File: config.mk
export PLATFORM = sky130hd
export DESIGN_NAME = sacl_ctrl
export DESIGN_NICKNAME = d
export VERILOG_FILES = /design/src/sv/sacl_pkg.sv /design/src/sv/sacl_ctrl.sv
export SDC_FILE = /design/constraint.sdc
export NUM_CORES = 1
export LEC_CHECK = 0
export BUFFER_PORTS_ARGS = -buffer_cell sky130_fd_sc_hd__buf_2
export CORE_AREA = 4 4 41 43
export DETAILED_ROUTE_END_ITERATION = 8
export DIE_AREA = 0 0 45 47
export PLACE_DENSITY = 0.39
export SYNTH_ARGS = -nofsm -noshare
export SYNTH_HDL_FRONTEND = slang
export SYNTH_SLANG_ARGS = --single-unit
File: constraint.sdc
create_clock -name clk_i -period 2.4 [get_ports clk_i]
set_clock_uncertainty 0.15 [all_clocks]
set_input_delay 0.24 -clock clk_i [delete_from_list [all_inputs] [get_ports clk_i]]
set_output_delay 0.24 -clock clk_i [all_outputs]
set_load 0.01 [all_outputs]
File: src/sv/sacl_pkg.sv
// ---------------------------------------------------------------------------
// sacl_pkg
// Shared types and constants of the set-associative cache lookup core.
// ---------------------------------------------------------------------------
package sacl_pkg;

  localparam int MAX_SETS   = 256;
  localparam int MAX_WAYS   = 8;
  localparam int ADDR_BITS  = 48;
  localparam int OFFSET_W   = 6;                      // 64-byte blocks
  localparam int BLOCK_W    = ADDR_BITS - OFFSET_W;   // block number bits
  localparam int TAG_W      = BLOCK_W;
  localparam int SET_W      = $clog2(MAX_SETS);
  localparam int SETS_W     = 9;                      // set-count register
  localparam int WAYS_W     = 4;                      // way-count register
  localparam int WAY_W      = 3;
  localparam int RANK_W     = 3;
  localparam int CNT_W      = 48;
  localparam int DIV_STEP   = 2;                      // quotient bits per cycle
  localparam int DIV_ITER   = BLOCK_W / DIV_STEP;
  localparam int DIV_CNT_W  = $clog2(DIV_ITER + 1);
  localparam int OUT_W      = 200;
  localparam int CFG_IDX_W  = 2;
  localparam int CFG_DATA_W = 9;

  typedef enum logic [CFG_IDX_W-1:0] {
    CFG_SETS = 2'd0,
    CFG_WAYS = 2'd1,
    CFG_REPL = 2'd2,
    CFG_WB   = 2'd3
  } cfg_idx_e;

  typedef logic [MAX_WAYS-1:0][RANK_W-1:0] rank_row_t;

  // one memory row holds a whole set
  typedef struct packed {
    logic [MAX_WAYS-1:0]            valid;
    logic [MAX_WAYS-1:0]            dirty;
    logic [MAX_WAYS-1:0][TAG_W-1:0] tag;
    rank_row_t                      rrank;
    rank_row_t                      frank;
  } row_t;

  // controller -> datapath
  typedef struct packed {
    logic accept;
    logic mem_rd;
    logic look;
    logic upd;
  } ctrl_cmd_t;

  // datapath -> controller
  typedef struct packed {
    logic div_done;
    logic out_free;
  } ctrl_sts_t;

endpackage

File: src/sv/sacl_ctrl.sv
// ---------------------------------------------------------------------------
// sacl_ctrl
// Sequencer: accept, divide, read set row, look up, update and emit.
// ---------------------------------------------------------------------------
module sacl_ctrl import sacl_pkg::*; (
  input  logic      clk_i,
  input  logic      rst_ni,
  input  logic      in_valid_i,
  output logic      in_ready_o,
  input  ctrl_sts_t sts_i,
  output ctrl_cmd_t cmd_o
);

  typedef enum logic [4:0] {
    S_IDLE = 5'b00001,
    S_DIV  = 5'b00010,
    S_READ = 5'b00100,
    S_LOOK = 5'b01000,
    S_UPD  = 5'b10000
  } state_e;

  state_e state_q, state_d;

  always_comb begin
    state_d       = state_q;
    in_ready_o    = 1'b0;
    cmd_o         = '0;
    unique case (state_q)
      S_IDLE: begin
        in_ready_o   = 1'b1;
        cmd_o.accept = in_valid_i;
        if (in_valid_i) state_d = S_DIV;
      end
      S_DIV: begin
        if (sts_i.div_done) state_d = S_READ;
      end
      S_READ: begin
        cmd_o.mem_rd = 1'b1;
        state_d      = S_LOOK;
      end
      S_LOOK: begin
        cmd_o.look = 1'b1;
        state_d    = S_UPD;
      end
      S_UPD: begin
        if (sts_i.out_free) begin
          cmd_o.upd = 1'b1;
          state_d   = S_IDLE;
        end
      end
      default: state_d = S_IDLE;
    endcase
  end

  always_ff @(posedge clk_i or negedge rst_ni) begin
    if (!rst_ni) begin
      state_q <= S_IDLE;
    end else begin
      state_q <= state_d;
    end
  end

endmodule

==> impl_metrics.json <==
{
  "status": "completed",
  "wl_per_cell_um": 12.7,
  "rows": 13,
  "yosys_warnings": 0,
  "p_per_area_nw_per_um2": 918,
  "synthAdderAreaFrac": 0,
  "synth_commonest_cells": "dfrtp_1, nor2_1, a21oi_1, and3_1, o21ai_0",
  "syn_area_sq_um": 294,
  "cts_resized": 0,
  "io_pins": 10,
  "cpMaxStageDelayCell": "or3_2",
  "port_buffers": 9,
  "gp_congestion": 0.696,
  "min_period_ns": 2.01,
  "antenna_cells": 0,
  "final_nets": 49,
  "grt_first_pass_wirelength_um": 1280,
  "worstMarginPinSlew_ns": 0.258,
  "switchingPower_mw": 0.131,
  "clk_latency_ns": 0.24,
  "switching_share": 0.369,
  "core-area_sq_um": 1300,
  "gr-usage-all-layers": 0.0866,
  "setup_viol_count_final": 0,
  "intPower_mw": 0.224,
  "finalSetupTns_ns": 0,
  "arrival_ns": 1.62,
  "postPlaceCellArea_sq_um": 350,
  "clk_pin_slew_ns": 0.05,
  "clock_sinks": 5,
  "comb_power_share": 0.305,
  "die_x_um": 45,
  "clock_path_buffers": 2,
  "final_cell_area_sq_um": 387,
  "maxSlewHeadroom": 0.828,
  "htree_levels": 1,
  "synth-compound-area-share": 0.119,
  "fillers": 156,
  "start_util": 0.226,
  "synth-xor-area-share": 0.0298,
  "fmax_ghz": 0.498,
  "post-route-period-util": 0.836,
  "synth-edff-count": 0,
  "whs_ns": 0.0924,
  "syn_area_per_cell_sq_um": 9.80,
  "cts_tree": "done",
  "vias": 281,
  "grt_remaining_overflow": 0,
  "crit_path_max_fanout": 8,
  "ant_nets": 0,
  "drtIter0Drc": 3,
  "drc": 0,
  "yosysSeqAreaShare": 0.430,
  "synth_cell_types": 21,
  "postLayoutCoreUtil": 0.297,
  "area_delta_synth_final_pct": 31.5,
  "required_ns": 2.01,
  "yosys.area_share.simple": 0.396,
  "synthTopCellsByArea": "dfrtp_1, dfstp_2, a2111oi_2",
  "grt_antenna_before_repair": 0,
  "cts_buffers": 3,
  "yosysTopAreaCellShare": 0.340,
  "regMostFlops": "state_q",
  "die_y_um": 47,
  "ys_async_sr_fraction": 1.00,
  "muxShareOfSynthArea": 0,
  "totalWireLength_um": 739,
  "path_cells": "or3_2 > nor3b_1 > buf_2",
  "cap_viol_max_count": 0,
  "min_path_type": "primary input to flop",
  "seq_power_share": 0.421,
  "p_leak_nw": 0.180,
  "syn_nets": 35,
  "ys.flop_type": "dfrtp_1",
  "drive_above_1_share": 0.395,
  "synth_top_family_by_area": "simple AND/OR/NAND/NOR gates",
  "ys_seq_elements": 5,
  "largest_reg_flops": 5,
  "viasPerCell": 4.84,
  "rsz0062_at_grt": "false",
  "fp.dieArea_sq_um": 2120,
  "finalPower_mw": 0.355,
  "pwr-share-clk": 0.274,
  "report.final.slew_viol_count": 0,
  "reg_top3": "state_q: 5 flops",
  "endpoint_kind": "output pin",
  "cpPeakStageDelay_ns": 0.54,
  "yosys.area.top_type": "dfrtp_1",
  "hold_viol": 0,
  "worstSetupPathType": "flop to output pin",
  "dr.pass1.iters": 3,
  "grt_max_degree": 9,
  "ir_drop_mv": 0.269,
  "start_kind": "flop",
  "cts_hold_buf": 1,
  "first_global_vias": 282,
  "postSynthCellCount": 30,
  "cts_setup_buffers": 0,
  "cts-root-buf": "clkbuf_4"
}
-- kinds of logic (layout without fill, tap and decap cells) --
group / Yosys count / after routing
and+or+nand+nor: 18 / 18
buffers and inverters: 1 / 14
xor gates and xnor gates: 1 / 1
AOI/OAI and AO/OA: 5 / 5
DFF: 5 / 5
-- power groups by stage --
stage,combinational [mW],clock (mW),sequential (mW)
5_1_grt,0.122,0.105,0.155
4_1_cts,0.112,0.101,0.149
6_report,0.108,0.0971,0.149
3_5_place_dp,0.108,0,0.150
2_1_floorplan,0.0722,0,0.137
3_3_place_gp,0.107,0,0.148
-- layout make-up --
cell class / instances / area (sq um) / share of cell area
Timing Repair Buffer: 10 / 55.1 / 0.142
Sequential cell: 5 / 126 / 0.327
Clock buffer: 4 / 26.3 / 0.0680
Tap cell: 15 / 18.8 / 0.0485
Multi-Input combinational cell: 24 / 160 / 0.414
-- stage by stage --
step	instances	worst slack [ns]
2_1_floorplan	30	0.727
3_3_place_gp	53	0.689
3_5_place_dp	53	0.678
4_1_cts	58	0.377
5_1_grt	58	0.316
6_report	58	0.394
-- final timing paths --
check	cells past startpoint	endpoint	slack, ns	from
max in group asynchronous	2	state_q[0]$_DFFE_PN1P_	1.70	rst_ni
setup / recovery	3	in_ready_o	0.39	state_q[2]$_DFFE_PN0P_
hold reg to reg	1	state_q[4]$_DFFE_PN0P_	0.44	state_q[2]$_DFFE_PN0P_
hold / removal	3	state_q[2]$_DFFE_PN0P_	0.09	sts_i[1]
min in group asynchronous	2	state_q[2]$_DFFE_PN0P_	0.19	rst_ni
setup reg to reg	2	state_q[4]$_DFFE_PN0P_	0.93	state_q[3]$_DFFE_PN0P_
-- worst max-delay path, delay by kind of cell, from the launching register on --
kind                   cells  cell delay [ns]
buffers and inverters      1             0.16
DFF                        1             0.46
and+or+nand+nor            2             0.75
-- layout by cell type, fill, tap and decap left out, drive strengths merged --
master / n
or4b: 1
nor4: 1
a21oi: 2
buf: 9
o21ai: 2
xnor2: 1
nand2: 1
nor3: 1
and4: 1
or3b: 1
or3: 1
dlygate4sd3: 1
nor2: 4
or2b: 1
and2b: 1
nand3b: 1
a2111oi: 1
dfstp: 1
nand2b: 1
nor3b: 1
dfrtp: 4
clkbuf: 4
and3: 2
-- metal layers --
layer | track usage | share of wire | up-vias
li1 | - | - | 137
met1 | 0.102 | 0.42 | 136
met2 | 0.138 | 0.50 | 8
met3 | 0.0268 | 0.073 | 0
met4 | 0.0526 | 0 | 0
met5 | 0 | 0 | -
No activity file was read; power rests on OpenSTA's default activity.
